`src/sv/brr_pkg.sv`:
```
// brr_pkg: shared types and constants for the BRR ADPCM decoder.
// No dependencies; every other file of the decoder but brr_if imports it.
package brr_pkg;

    localparam int QUEUE_DEPTH_DEF = 2;

    localparam int POS_W      = 4;
    localparam int DATA_BYTES = 8;
    localparam int ACC_W      = 22;
    localparam logic [3:0] SHIFT_MAX = 4'hC;

    localparam logic [1:0] FLT_NONE = 2'd0;
    localparam logic [1:0] FLT_ONE  = 2'd1;
    localparam logic [1:0] FLT_TWO  = 2'd2;
    localparam logic [1:0] FLT_THREE = 2'd3;

    localparam logic signed [ACC_W-1:0] SAT_MIN  = -ACC_W'(32'sh8000);
    localparam logic signed [ACC_W-1:0] SAT_MAX  = ACC_W'(32'sh7FFF);
    localparam logic signed [ACC_W-1:0] BIG_NEG  = -ACC_W'(32'sd2048);

    typedef struct packed {
        logic [7:0] data;
        logic [3:0] shift;
        logic [1:0] filter;
        logic       end_bit;
        logic       loop_bit;
        logic       block_last;
        logic       clear_hist;
    } brr_item_t;

endpackage

```
`src/sv/brr_if.sv`:
```
// brr_if: valid/ready channel interfaces for the decoder input bytes and
// output samples. Depends on nothing.
interface brr_in_if;
    logic       valid;
    logic       ready;
    logic [7:0] data_byte;
    logic       start_of_sound;

    modport source (output valid, data_byte, start_of_sound, input ready);
    modport sink   (input valid, data_byte, start_of_sound, output ready);
endinterface

interface brr_out_if;
    logic               valid;
    logic               ready;
    logic signed [15:0] sample;
    logic               last_in_run;
    logic               last_of_block;
    logic               end_flag;
    logic               loop_flag;

    modport source (output valid, sample, last_in_run, last_of_block, end_flag, loop_flag,
                    input ready);
    modport sink   (input valid, sample, last_in_run, last_of_block, end_flag, loop_flag,
                    output ready);
endinterface

```
`src/sv/brr_front.sv`:
```
// brr_front: accepts stream bytes, tracks the block position, latches header
// fields and pushes data bytes into the queue. Depends on brr_pkg, brr_if.
module brr_front (
    input  logic              clk,
    input  logic              rst_n,
    brr_in_if.sink            byte_in,
    input  logic              q_full,
    output logic              push,
    output brr_pkg::brr_item_t push_item
);
    import brr_pkg::*;

    logic [POS_W-1:0] pos_reg, pos_next;
    logic [3:0]       shift_reg, shift_next;
    logic [1:0]       filter_reg, filter_next;
    logic             end_reg, end_next;
    logic             loop_reg, loop_next;
    logic             clr_reg, clr_next;
    logic             accept;
    logic             is_header;
    logic             is_last;

    assign byte_in.ready = !q_full;
    assign accept    = byte_in.valid && byte_in.ready;
    assign is_header = byte_in.start_of_sound || (pos_reg == '0)
                       || (pos_reg > POS_W'(DATA_BYTES));
    assign is_last   = (pos_reg == POS_W'(DATA_BYTES));
    assign push      = accept && !is_header;

    always_comb
    begin
        push_item.data       = byte_in.data_byte;
        push_item.shift      = shift_reg;
        push_item.filter     = filter_reg;
        push_item.end_bit    = end_reg;
        push_item.loop_bit   = loop_reg;
        push_item.block_last = is_last;
        push_item.clear_hist = clr_reg;
    end

    always_comb
    begin
        pos_next    = pos_reg;
        shift_next  = shift_reg;
        filter_next = filter_reg;
        end_next    = end_reg;
        loop_next   = loop_reg;
        clr_next    = clr_reg;
        if (accept)
        begin
            if (is_header)
            begin
                shift_next  = byte_in.data_byte[7:4];
                filter_next = byte_in.data_byte[3:2];
                loop_next   = byte_in.data_byte[1];
                end_next    = byte_in.data_byte[0];
                pos_next    = POS_W'(1);
                if (byte_in.start_of_sound)
                begin
                    clr_next = 1'b1;
                end
            end
            else
            begin
                clr_next = 1'b0;
                pos_next = is_last ? '0 : pos_reg + POS_W'(1);
            end
        end
    end

    always_ff @(posedge clk or negedge rst_n)
    begin
        if (!rst_n)
        begin
            pos_reg    <= '0;
            shift_reg  <= '0;
            filter_reg <= '0;
            end_reg    <= 1'b0;
            loop_reg   <= 1'b0;
            clr_reg    <= 1'b0;
        end
        else
        begin
            pos_reg    <= pos_next;
            shift_reg  <= shift_next;
            filter_reg <= filter_next;
            end_reg    <= end_next;
            loop_reg   <= loop_next;
            clr_reg    <= clr_next;
        end
    end

endmodule

```
`src/sv/brr_queue.sv`:
```
// brr_queue: small FIFO of decoded-header data items between front and back.
// Depends on brr_pkg.
module brr_queue #(
    parameter int DEPTH = brr_pkg::QUEUE_DEPTH_DEF
) (
    input  logic                       clk,
    input  logic                       rst_n,
    input  logic                       push,
    input  brr_pkg::brr_item_t         push_item,
    input  logic                       pop,
    output brr_pkg::brr_item_t         head,
    output logic                       full,
    output logic                       empty,
    output logic [$clog2(DEPTH+1)-1:0] count
);
    import brr_pkg::*;

    localparam int PW = $clog2(DEPTH);
    localparam int CW = $clog2(DEPTH + 1);

    brr_item_t         mem [DEPTH];
    logic [PW-1:0]     wr_reg, wr_next;
    logic [PW-1:0]     rd_reg, rd_next;
    logic [CW-1:0]     cnt_reg, cnt_next;
    logic              do_push;
    logic              do_pop;

    assign full    = (cnt_reg == CW'(DEPTH));
    assign empty   = (cnt_reg == '0);
    assign count   = cnt_reg;
    assign head    = mem[rd_reg];
    assign do_push = push && !full;
    assign do_pop  = pop && !empty;

    always_comb
    begin
        wr_next  = wr_reg;
        rd_next  = rd_reg;
        cnt_next = cnt_reg;
        if (do_push)
        begin
            wr_next = (wr_reg == PW'(DEPTH - 1)) ? '0 : wr_reg + PW'(1);
        end
        if (do_pop)
        begin
            rd_next = (rd_reg == PW'(DEPTH - 1)) ? '0 : rd_reg + PW'(1);
        end
        if (do_push && !do_pop)
        begin
            cnt_next = cnt_reg + CW'(1);
        end
        else if (do_pop && !do_push)
        begin
            cnt_next = cnt_reg - CW'(1);
        end
    end

    always_ff @(posedge clk)
    begin
        if (do_push)
        begin
            mem[wr_reg] <= push_item;
        end
    end

    always_ff @(posedge clk or negedge rst_n)
    begin
        if (!rst_n)
        begin
            wr_reg  <= '0;
            rd_reg  <= '0;
            cnt_reg <= '0;
        end
        else
        begin
            wr_reg  <= wr_next;
            rd_reg  <= rd_next;
            cnt_reg <= cnt_next;
        end
    end

endmodule

```
`src/sv/brr_back.sv`:
```
// brr_back: decodes the two nibbles of each queued byte, applies the
// prediction filter and clamp, and holds the output register.
// Depends on brr_pkg, brr_if.
module brr_back (
    input  logic              clk,
    input  logic              rst_n,
    input  brr_pkg::brr_item_t head,
    input  logic              empty,
    output logic              pop,
    brr_out_if.source         sample_out
);
    import brr_pkg::*;

    logic signed [15:0]      prev_reg, older_reg;
    logic                    phase_reg;
    logic                    ovalid_reg;
    logic signed [15:0]      sample_reg;
    logic                    run_reg, blk_reg, end_reg, loop_reg;
    logic                    step;
    logic                    use_zero;
    logic [3:0]              nib;
    logic signed [ACC_W-1:0] n, base, s1, s2, pred, sum;
    logic signed [15:0]      sat;

    assign step = !empty && (!ovalid_reg || sample_out.ready);
    assign pop  = step && phase_reg;

    assign use_zero = head.clear_hist && !phase_reg;
    assign nib = phase_reg ? head.data[3:0] : head.data[7:4];
    assign n   = ACC_W'(signed'(nib));
    assign s1  = use_zero ? '0 : ACC_W'(prev_reg);
    assign s2  = use_zero ? '0 : ACC_W'(older_reg);

    always_comb
    begin
        if (head.shift <= SHIFT_MAX)
        begin
            base = (n <<< head.shift) >>> 1;
        end
        else
        begin
            base = nib[3] ? BIG_NEG : '0;
        end

        case (head.filter)
            FLT_NONE:  pred = '0;
            FLT_ONE:   pred = s1 + ((-s1) >>> 4);
            FLT_TWO:   pred = (s1 <<< 1) + ((-(s1 * 3)) >>> 5) - s2 + (s2 >>> 4);
            FLT_THREE: pred = (s1 <<< 1) + ((-(s1 * 13)) >>> 6) - s2 + ((s2 * 3) >>> 4);
            default:   pred = '0;
        endcase

        sum = base + pred;
        if (sum < SAT_MIN)
        begin
            sat = 16'sh8000;
        end
        else if (sum > SAT_MAX)
        begin
            sat = 16'sh7FFF;
        end
        else
        begin
            sat = sum[15:0];
        end
    end

    always_ff @(posedge clk)
    begin
        if (step)
        begin
            sample_reg <= sat;
            run_reg    <= phase_reg;
            blk_reg    <= phase_reg && head.block_last;
            end_reg    <= head.end_bit;
            loop_reg   <= head.loop_bit;
        end
    end

    always_ff @(posedge clk or negedge rst_n)
    begin
        if (!rst_n)
        begin
            prev_reg   <= '0;
            older_reg  <= '0;
            phase_reg  <= 1'b0;
            ovalid_reg <= 1'b0;
        end
        else
        begin
            if (step)
            begin
                older_reg  <= s1[15:0];
                prev_reg   <= sat;
                phase_reg  <= !phase_reg;
                ovalid_reg <= 1'b1;
            end
            else if (sample_out.ready)
            begin
                ovalid_reg <= 1'b0;
            end
        end
    end

    assign sample_out.valid         = ovalid_reg;
    assign sample_out.sample        = sample_reg;
    assign sample_out.last_in_run   = run_reg;
    assign sample_out.last_of_block = blk_reg;
    assign sample_out.end_flag      = end_reg;
    assign sample_out.loop_flag     = loop_reg;

endmodule

```
`src/sv/brr_adpcm_decoder_top.sv`:
```
// brr_adpcm_decoder_top: BRR ADPCM decoder, front parser, item queue, back decoder.
// Depends on brr_pkg, brr_if, brr_front, brr_queue, brr_back.
//
//   channel     dir  payload                                           width
//   byte_in     in   data_byte, start_of_sound                         8+1
//   sample_out  out  sample, last_in_run, last_of_block, end/loop_flag 16+4
//
// A header byte is taken and yields nothing. A data byte yields two samples,
// one per cycle while the queue is not empty and the output is not stalled,
// through the shared filter/clamp path in the back unit. Input stalls only
// when the queue is full; output stalls hold the sample register. Reset
// clears position, header fields, history and the queue.
module brr_adpcm_decoder_top #(
    parameter int QUEUE_DEPTH = brr_pkg::QUEUE_DEPTH_DEF
) (
    input  logic       clk,
    input  logic       rst_n,
    brr_in_if.sink     byte_in,
    brr_out_if.source  sample_out
);
    import brr_pkg::*;

    localparam int CW = $clog2(QUEUE_DEPTH + 1);

    brr_item_t     push_item;
    brr_item_t     head;
    logic          push;
    logic          pop;
    logic          q_full;
    logic          q_empty;
    logic [CW-1:0] q_count;

    brr_front u_front (
        .clk       (clk),
        .rst_n     (rst_n),
        .byte_in   (byte_in),
        .q_full    (q_full),
        .push      (push),
        .push_item (push_item)
    );

    brr_queue #(
        .DEPTH (QUEUE_DEPTH)
    ) u_queue (
        .clk       (clk),
        .rst_n     (rst_n),
        .push      (push),
        .push_item (push_item),
        .pop       (pop),
        .head      (head),
        .full      (q_full),
        .empty     (q_empty),
        .count     (q_count)
    );

    brr_back u_back (
        .clk        (clk),
        .rst_n      (rst_n),
        .head       (head),
        .empty      (q_empty),
        .pop        (pop),
        .sample_out (sample_out)
    );

    a_count_bound: assert property (@(posedge clk) disable iff (!rst_n)
        q_count <= CW'(QUEUE_DEPTH))
        else $error("queue count above depth");

    a_block_last: assert property (@(posedge clk) disable iff (!rst_n)
        sample_out.valid && sample_out.last_of_block |-> sample_out.last_in_run)
        else $error("block end flagged on first sample of a byte");

    a_no_push_full: assert property (@(posedge clk) disable iff (!rst_n)
        push |-> !q_full)
        else $error("push into full queue");

    a_pop_nonempty: assert property (@(posedge clk) disable iff (!rst_n)
        pop |-> !q_empty && !$isunknown(head))
        else $error("pop from empty queue");

endmodule
```
`src/flat_wrapper.sv`:
```
// flat-port wrapper written by rule: the top's interface ports become plain ports
module brr_adpcm_decoder_top_flat import brr_pkg::*;
#(
    parameter int QUEUE_DEPTH = brr_pkg::QUEUE_DEPTH_DEF
)
  (clk, rst_n, byte_in_valid, byte_in_data_byte, byte_in_start_of_sound, byte_in_ready, sample_out_valid, sample_out_sample, sample_out_last_in_run, sample_out_last_of_block, sample_out_end_flag, sample_out_loop_flag, sample_out_ready);
  brr_in_if byte_in_i ();
  brr_out_if sample_out_i ();
  input  logic clk;
  input  logic rst_n;
  input wire logic [$bits(byte_in_i.valid)-1:0] byte_in_valid;
  input wire logic [$bits(byte_in_i.data_byte)-1:0] byte_in_data_byte;
  input wire logic [$bits(byte_in_i.start_of_sound)-1:0] byte_in_start_of_sound;
  output wire logic [$bits(byte_in_i.ready)-1:0] byte_in_ready;
  output wire logic [$bits(sample_out_i.valid)-1:0] sample_out_valid;
  output wire logic [$bits(sample_out_i.sample)-1:0] sample_out_sample;
  output wire logic [$bits(sample_out_i.last_in_run)-1:0] sample_out_last_in_run;
  output wire logic [$bits(sample_out_i.last_of_block)-1:0] sample_out_last_of_block;
  output wire logic [$bits(sample_out_i.end_flag)-1:0] sample_out_end_flag;
  output wire logic [$bits(sample_out_i.loop_flag)-1:0] sample_out_loop_flag;
  input wire logic [$bits(sample_out_i.ready)-1:0] sample_out_ready;
  assign byte_in_i.valid = byte_in_valid;
  assign byte_in_i.data_byte = byte_in_data_byte;
  assign byte_in_i.start_of_sound = byte_in_start_of_sound;
  assign byte_in_ready = byte_in_i.ready;
  assign sample_out_valid = sample_out_i.valid;
  assign sample_out_sample = sample_out_i.sample;
  assign sample_out_last_in_run = sample_out_i.last_in_run;
  assign sample_out_last_of_block = sample_out_i.last_of_block;
  assign sample_out_end_flag = sample_out_i.end_flag;
  assign sample_out_loop_flag = sample_out_i.loop_flag;
  assign sample_out_i.ready = sample_out_ready;
  brr_adpcm_decoder_top #(.QUEUE_DEPTH(QUEUE_DEPTH)) u_core (.clk(clk), .rst_n(rst_n), .byte_in(byte_in_i), .sample_out(sample_out_i));
endmodule
```
`config.mk`:
```
export PLATFORM = sky130hd
export DESIGN_NAME = brr_adpcm_decoder_top_flat
export DESIGN_NICKNAME = d
export VERILOG_FILES = /design/src/sv/brr_pkg.sv /design/src/sv/brr_if.sv /design/src/sv/brr_front.sv /design/src/sv/brr_queue.sv /design/src/sv/brr_back.sv /design/src/sv/brr_adpcm_decoder_top.sv /design/src/flat_wrapper.sv
export SDC_FILE = /design/constraint.sdc
export NUM_CORES = 1
export LEC_CHECK = 0
export ABC_CLOCK_PERIOD_IN_PS = 14000
export CORE_AREA = 2 2 169 171
export DETAILED_ROUTE_END_ITERATION = 12
export DIE_AREA = 0 0 171 173
export DONT_BUFFER_PORTS = 1
export GPL_TIMING_DRIVEN = 0
export PLACE_DENSITY_LB_ADDON = 0.3
export REMOVE_ABC_BUFFERS = 1
export SYNTH_ARGS = -nofsm -noshare
export SYNTH_HDL_FRONTEND = slang
export SYNTH_HIERARCHICAL = 1
export SYNTH_SLANG_ARGS = --single-unit
```
`constraint.sdc`:
```
create_clock -name clk -period 14 [get_ports clk]
set_clock_uncertainty 0.15 [all_clocks]
set_input_delay 2.8 -clock clk [delete_from_list [all_inputs] [get_ports clk]]
set_output_delay 2.8 -clock clk [all_outputs]
set_load 0.05 [all_outputs]
```
* Word-level counts from Yosys, hierarchy flattened *
Memories as Yosys holds them, arrays and structs flattened.
Index checks and enable logic that the tools add are counted.

word-level totals
  memories = 1
  memory bits (writable) = 36
  output and inout bits = 22
  word-level logic and storage cells = 96
  flip-flop bits (word level) = 71
  input port bits = 13

memories
  name                depth  bits a word  rd ports  clocked after Yosys merged registers in  wr ports  RTL line         text
  u_core.u_queue.mem  2      18           1         0                                        1         brr_queue.sv:21  brr_item_t mem [DEPTH];

operators by class
  add/subtract/negate cells = 16
  multiply operators = 3
  equality and inequality tests = 6
  multiplexer cells = 20
  order comparisons = 4
  shifts and indexed selects = 1
  reductions and logical operators = 27

operators by type and width
  cell                     number
  $mux W22                 4
  $pmux W22 S4             1
  $add A22 B22 Y22         3
  $mul A22 B3 Y25 const B  2
  $add A22 B18 Y22         2
  $sub A22 B22 Y22         2
  $mux W16                 2
  $neg A27 Y28             1
  $mul A22 B5 Y27 const B  1
  $neg A25 Y27             1
  $add A22 B21 Y22         1
  $gt A22 B16 Y1 const B   1
  $lt A22 B16 Y1 const B   1
  $neg A22 Y22             1
  $sshl A4 B4 Y22          1
  $mux W4                  3
  $logic_and A1 B1 Y1      10
  $mux W1                  8
  $logic_not A1 Y1         7
  $eq A2 B2 Y1 const B     3
  $add A4 B1 Y4 const B    1
  $eq A4 B4 Y1 const B     1
  $gt A4 B4 Y1 const B     1
  $le A4 B4 Y1 const B     1
  11 further kinds         18

* Depth between registers and ports, before layout *
Gate-level depths: netlist of the first run.

  depth in word-level cells = 13
  mapped depth = 51
  mapped depth without buffers = 45

* Hierarchy *
Netlist of the first run, hierarchy kept.

modules (own cells, without submodules)
  module     seq. area each (um^2)  cells each  area each (um^2)  instances
  brr_back   1,451.4                1,619       12,838.6          1
  brr_queue  1,181.1                75          1,545.2           1
  brr_front  325.3                  64          744.5             1

* Worst setup path after synthesis of the first run *
OpenSTA, ideal clock, no wires.

  path kind = reg-to-reg
  from = register u_core.u_queue.rd_reg
  to = register u_core.u_back.sample_reg[6] (netlist: u_core/u_back/sample_out.sample[6]), data pin
  path buffers = 7
  data arrival time = 9.843 ns
  setup time = 0.266 ns
  cell stages (with the launch flop) = 50
  data required time = 13.584 ns
  clock period less this slack = 10.258 ns
  setup slack = 3.742 ns
  cells stage by stage = dfrtp_1 > buf_6 > mux2_2 > nand2b_4 > buf_6 > clkbuf_1 > buf_1 > clkbuf_1 > clkbuf_1 > and2_1 > ha_1 > inv_1 > fa_1 > ha_1 > ha_1 > nor4_1 > nand2_1 > and3_1 > [... 14 more ...] > a21o_1 > a21o_1 > a21oi_1 > xor2_1 > nand2_1 > o21ai_0 > o22ai_1 > ha_1 > nand3_1 > a31oi_1 > o21ai_0 > or3b_2 > a211o_1 > o21ai_0 > mux2i_1 > buf_4 > nor2_1 > nor2_1

RTL lines
  what                      RTL line         text
  start: declaration        brr_queue.sv:23  logic [PW-1:0] rd_reg, rd_next;
  start signal: assignment  brr_queue.sv:77  rd_reg <= rd_next;
  end signal: assignment    brr_back.sv:72   sample_reg <= sat;
  end: declaration          brr_back.sv:17   logic signed [15:0] sample_reg;

==> summary.txt, run 1 <==
Biggest register = u_core/u_queue/mem
Placement Rows = 61
Final min period = 12.59 ns
antenna violations before repair = 0
CP max-delay cell = dfrtp_1
Die Y = 173 um
final hold vios = 0
HPWL after DPL = 28700 um
die area = 0.0296 mm^2
CP arrival = 12.65 ns
Slew Limit Headroom = 0.200
vias = 12160
CTS tree = built
area grow syn2layout = 3.52%
layout cell share with drive strength beyond 1 = 0.0513
DRC viols = 0
Worst Path Required = 14.06 ns
total track usage = 0.254
Setup TNS = 0 ns
fin crit share = 0.899
Slew Viols, Final = 0
CP dominant cell by count = ha_1
DR iter-0 viols = 958
Post-Syn Area = 0.0151 mm^2
Die X = 171 um
DP Worst Slack = 0.691 ns
worst-skew pair later-pin latency = 0.37 ns
most area-consuming cells after synthesis = ha_1, edfxtp_1, fa_1
Synth top area share = 0.179
setup slack after layout = 1.41 ns
max FFs per register = 36
Synth top cells by count = inv_1, ha_1, nor2_1, nand2_1, a21oi_1
Antenna Violating Nets Remaining = 0
syn avg cell area = 8.61 um^2
crit-path max cell delay = 0.99 ns
RSZ-0062 raised after global routing = false
IO Pins = 35
CTS Buffer Depth = 2
largest net degree at the start of global routing = 62
routability congestion estimate = 0.958
DR pass1 iterations = 5
Seq/Total Area, Yosys = 0.196
CTS sink cnt = 107
core area = 0.0276 mm^2
wire per inst = 17.5 um
actual transition at the worst max-transition pin = 1.20 ns
EDFF count, synth = 56
Synth area leader = ha_1
status = finished clean
number of diodes = 0
maxcap violations = 0
asr flop ratio synth = 0.477
Cells after Synth = 1758
Distinct cells, synth = 81
number of I/O port buffers = 0
CTS Hold Bufs = 0
clk slew on worst S/H paths = 0.08 ns
CP Capture Type = flop
Root Buffer = clkbuf_16
critical path startpoint category = flop
first-pass GRT wire length = 60000 um
Most used DFF post-synth = edfxtp_1
final setup vio count = 0
YS warnings = 6
final WL = 36500 um
number of CTS-inserted buffers = 9
synthesized flop and latch total = 107
Initial Utilization = 0.548
Crit Path Max Fanout = 61
maximum clock frequency = 0.0794 GHz
vias per cell = 5.81
nets = 2023
WS Path Type = flop to flop
vias in the first global route = 12032
Worst Hold Class = flop to flop
most common cell in the netlist = inv_1
H-tree depth = 3
gr ovfl total = 0
## critical path: cells and delay by family, from the launching register on
family                   cells  cell delay [ns]
XOR/XNOR                     2             0.42
flip-flops                   1             0.99
buffers and inverters        4             0.62
adder cells (fa/ha/maj)      9             3.45
multiplexers                 2             1.26
AO/OA/AOI/OAI               12             2.97
AND/OR/NAND/NOR              8             2.46
## metrics by stage
stage	cell area (um^2)	utilization	std cells	hold WS (ns)
global placement	15300	0.553	2074	0.305
finish	15700	0.567	2093	0.332
global route	15700	0.567	2093	0.348
CTS	15700	0.566	2093	0.337
detailed placement	15300	0.555	2077	0.313
floorplan	14800	-	1696	0.292
## cells by family (layout without fill, tap and decap cells)
group                      after synthesis  count (layout)  share of synthesized area
adders and majority gates              303             303                      0.292
AOI/OAI and AO/OA                      395             395                      0.165
xor gates and xnor gates               151             151                     0.0892
DFF                                    107             107                      0.196
and+or+nand+nor                        467             467                      0.144
buffers and inverters                  290             247                     0.0785
muxes                                   45              45                     0.0366
## area by class of cell
type | instances | area, um^2
Clock buffer | 9 | 225
Timing Repair Buffer | 3 | 57.6
Multi-Input combinational cell | 1361 | 11000
Fill cell | 2560 | 12000
Tap cell | 378 | 473
Sequential cell | 107 | 2960
Clock inverter | 7 | 91.3
Inverter | 228 | 860
## metal layers
metal | track usage | up-vias | share of wire
li1 | - | 5925 | -
met1 | 0.338 | 5855 | 0.44
met2 | 0.433 | 327 | 0.48
met3 | 0.0385 | 53 | 0.058
met4 | 0.0611 | 0 | 0.020
met5 | 0 | - | 0
## timing repair
item,CTS,global route
gates resized for setup,0,2
setup endpoints to repair,0,30
hold endpoints to repair,0,0
buffers inserted,0,0
## worst paths after layout
path | from | end | slack (ns) | cells after the start
setup / recovery | u_core/u_queue/rd_reg$_DFFE_PN0P_ | u_core/u_back/prev_reg[6]$_DFFE_PN0P_ | 1.41 | 37
hold / removal | u_core/u_front/clr_reg$_DFFE_PN0P_ | u_core/u_queue/mem[1][0]$_DFFE_PP_ | 0.33 | 0
setup reg to reg | u_core/u_queue/rd_reg$_DFFE_PN0P_ | u_core/u_back/prev_reg[6]$_DFFE_PN0P_ | 1.41 | 37
max in group asynchronous | rst_n | u_core/u_back/prev_reg[1]$_DFFE_PN0P_ | 11.63 | 0
min in group asynchronous | rst_n | u_core/u_front/filter_reg[1]$_DFFE_PN0P_ | 1.96 | 0
hold reg to reg | u_core/u_front/clr_reg$_DFFE_PN0P_ | u_core/u_queue/mem[1][0]$_DFFE_PP_ | 0.33 | 0
## cells in the final DEF, fill, tap and decap left out, types with 14 or more instances in the layout
cell type    n
o21a_1      20
o21ai_0     94
ha_1       216
o22ai_1     17
nand3_1     25
nor2_1     152
mux2_4      17
nand2b_1    15
a31oi_1     20
edfxtp_1    56
inv_1      226
nand2_1    150
mux2i_1     14
a21o_1      39
nor2b_1     20
xor2_1      58
a21oi_1    107
fa_1        84
dfrtp_1     51
nor3_1      30
xnor2_1     91
Power of run 1 is left out: the tool's default activity adds up to more than one toggle a clock period on the data nets, which glitch-free logic cannot reach.
==> run 2, diff against run 1 <==
--- a/config.mk
+++ b/config.mk
@@ -14,2 +14,3 @@
 export PLACE_DENSITY_LB_ADDON = 0.3
+export RECOVER_POWER = 100
 export REMOVE_ABC_BUFFERS = 1
==> constraint.sdc (replaced) <==
create_clock -name clk -period 14 [get_ports clk]
set_clock_uncertainty 0.15 [all_clocks]
set_input_delay 0.7 -clock clk [delete_from_list [all_inputs] [get_ports clk]]
set_output_delay 0.7 -clock clk [all_outputs]
set_load 0.05 [all_outputs]
==> summary.txt, run 2 (synthesis gave the netlist of run 1 again) <==
Slew Limit Headroom = -1.27 (was 0.200)
CTS tree = built (unchanged)
Slew Viols, Final = 52 (was 0)
r2r startpoint = u_core/u_queue/rd_reg$_DFFE_PN0P_ (unchanged)
final hold vios = 0 (unchanged)
Multi-input gate area = 0.0109 mm^2 (was 0.0110 mm^2)
first-pass GRT wire length = 60000 um (about the same)
placed cells = 2077 (unchanged)
CTS Buffer Depth = 2 (unchanged)
worst reg2reg setup slack = 1.20 ns (was 1.41 ns)
DRC viols = 0 (unchanged)
final WL = 36600 um (was 36500 um)
H-tree depth = 3 (unchanged)
WS Path Type = flop to flop (unchanged)
largest net degree at the start of global routing = 62 (unchanged)
failing checks = max-capacitance violations, max-slew violations
FILL cells = 2575 (was 2560)
layout cell share with drive strength beyond 1 = 0.0425 (was 0.0513)
Die X = 171 um (unchanged)
most common cell after layout, fill and taps aside = inv_1 (unchanged)
RSZ-0062 raised after global routing = false (unchanged)
Final min period = 12.80 ns (was 12.59 ns)
area grow syn2layout = 2.98% (was 3.52%)
Initial Utilization = 0.548 (unchanged)
vias in the first global route = 12029 (was 12032)
fin crit share = 0.914 (was 0.899)
Final Non-Filler Cells = 2094 (was 2093)
number of diodes = 0 (unchanged)
Worst Path Required = 14.06 ns (about the same)
CP max-delay cell = dfrtp_1 (unchanged)
HPWL after DPL = 28700 um (unchanged)
number of I/O port buffers = 0 (unchanged)
Root Buffer = clkbuf_16 (unchanged)
Placement Rows = 61 (unchanged)
vias per cell = 5.77 (was 5.81)
most frequent cells in the layout = inv_1, ha_1, nor2_1, nand2_1, a21oi_1 (unchanged)
sequential cell area = 0.00296 mm^2 (unchanged)
hold endpoint = u_core/u_queue/mem[0][13]$_DFFE_PP_ (was u_core/u_queue/mem[1][0]$_DFFE_PP_)
nets = 2024 (was 2023)
vias = 12083 (was 12160)
WHS Path Cells = 0 (unchanged)
CTS sink cnt = 107 (unchanged)
CP arrival = 12.86 ns (was 12.65 ns)
final setup vio count = 0 (unchanged)
Biggest register = u_core/u_queue/mem (unchanged)
Crit Path Max Fanout = 61 (unchanged)
CP Capture Type = flop (unchanged)
maximum clock frequency = 0.0781 GHz (was 0.0794 GHz)
clk slew on worst S/H paths = 0.08 ns (about the same)
maxcap violations = 1 (was 0)
IO Pins = 35 (unchanged)
Reg-to-Reg End = u_core/u_back/prev_reg[6]$_DFFE_PN0P_ (unchanged)
number of CTS-inserted buffers = 9 (unchanged)
routability congestion estimate = 0.958 (unchanged)
R2R cell count = 37 (unchanged)
actual transition at the worst max-transition pin = 3.40 ns (was 1.20 ns)
total track usage = 0.254 (about the same)
die area = 0.0296 mm^2 (unchanged)
Die Y = 173 um (unchanged)
CP dominant cell by count = ha_1 (unchanged)
Post-CTS Setup Bufs = 0 (unchanged)
max FFs per register = 36 (unchanged)
Setup TNS = 0 ns (unchanged)
critical path startpoint category = flop (unchanged)
DR pass1 iterations = 5 (unchanged)
DR iter-0 viols = 870 (was 958)
gr ovfl total = 0 (unchanged)
wire per inst = 17.5 um (about the same)
antenna violations before repair = 0 (unchanged)
Worst Hold Class = input pin to flop (was flop to flop)
core area = 0.0276 mm^2 (unchanged)
hold_ws = 0.272 ns (was 0.332 ns)
HP Start = byte_in_data_byte[3] (was u_core/u_front/clr_reg$_DFFE_PN0P_)
Antenna Violating Nets Remaining = 0 (unchanged)
crit-path max cell delay = 0.99 ns (about the same)
status = finished, violations left (was finished clean)
worst-skew pair later-pin latency = 0.37 ns (about the same)
[run 2: critical path, delay by kind of cell, from the launching register on]
kind	cells	cell delay [ns]
adders and majority gates	9	3.46
AOI/OAI and AO/OA	12	3.02
and+or+nand+nor	8	2.64
muxes	2	1.25
DFF	1	0.99
buffers and inverters	4	0.62
xor gates and xnor gates	2	0.42
[run 2: metal layers]
layer	global-route usage	up-vias	wire length, um
met5	0	-	0
met4	0.0611	0	775
met3	0.0382	59	2050
met2	0.433	299	17600
met1	0.339	5811	16200
li1	-	5914	-
[run 2: per-stage QoR]
stage,setup slack (ns),utilization,cell area (um^2)
6_report,1.20,0.564,15600
5_1_grt,0.384,0.564,15600
4_1_cts,0.571,0.567,15700
3_5_place_dp,0.691,0.555,15300
3_3_place_gp,0.809,0.553,15300
2_1_floorplan,3.32,-,14800
[run 2: area by class of cell]
class / count / area share
inverters: 228 / 0.0552
multi-input cells: 1361 / 0.703
clock buffers: 9 / 0.0145
repair buffers: 4 / 0.00169
clock inverters: 7 / 0.00586
flip-flops and latches: 107 / 0.190
well taps: 378 / 0.0304
[run 2: how the worst max path moves through the flow]
stage,startpoint,to
2_1_floorplan,u_core/u_queue/rd_reg$_DFFE_PN0P_,u_core/u_back/sample_out.sample[6]$_DFFE_PP_
3_3_place_gp,u_core/u_queue/rd_reg$_DFFE_PN0P_,u_core/u_back/sample_out.sample[9]$_DFFE_PP_
3_5_place_dp,u_core/u_queue/rd_reg$_DFFE_PN0P_,u_core/u_back/sample_out.sample[6]$_DFFE_PP_
4_1_cts,u_core/u_queue/rd_reg$_DFFE_PN0P_,u_core/u_back/sample_out.sample[7]$_DFFE_PP_
5_1_grt,u_core/u_queue/rd_reg$_DFFE_PN0P_,u_core/u_back/prev_reg[13]$_DFFE_PN0P_
6_report,u_core/u_queue/rd_reg$_DFFE_PN0P_,u_core/u_back/prev_reg[6]$_DFFE_PN0P_
[run 2: timing repair]
item	4_1_cts	5_1_grt
hold endpoints to repair	51	0
gates resized for setup	0	2
setup endpoints to repair	0	30
hold buffers	1	0
Power of run 2 is left out for the same reason.
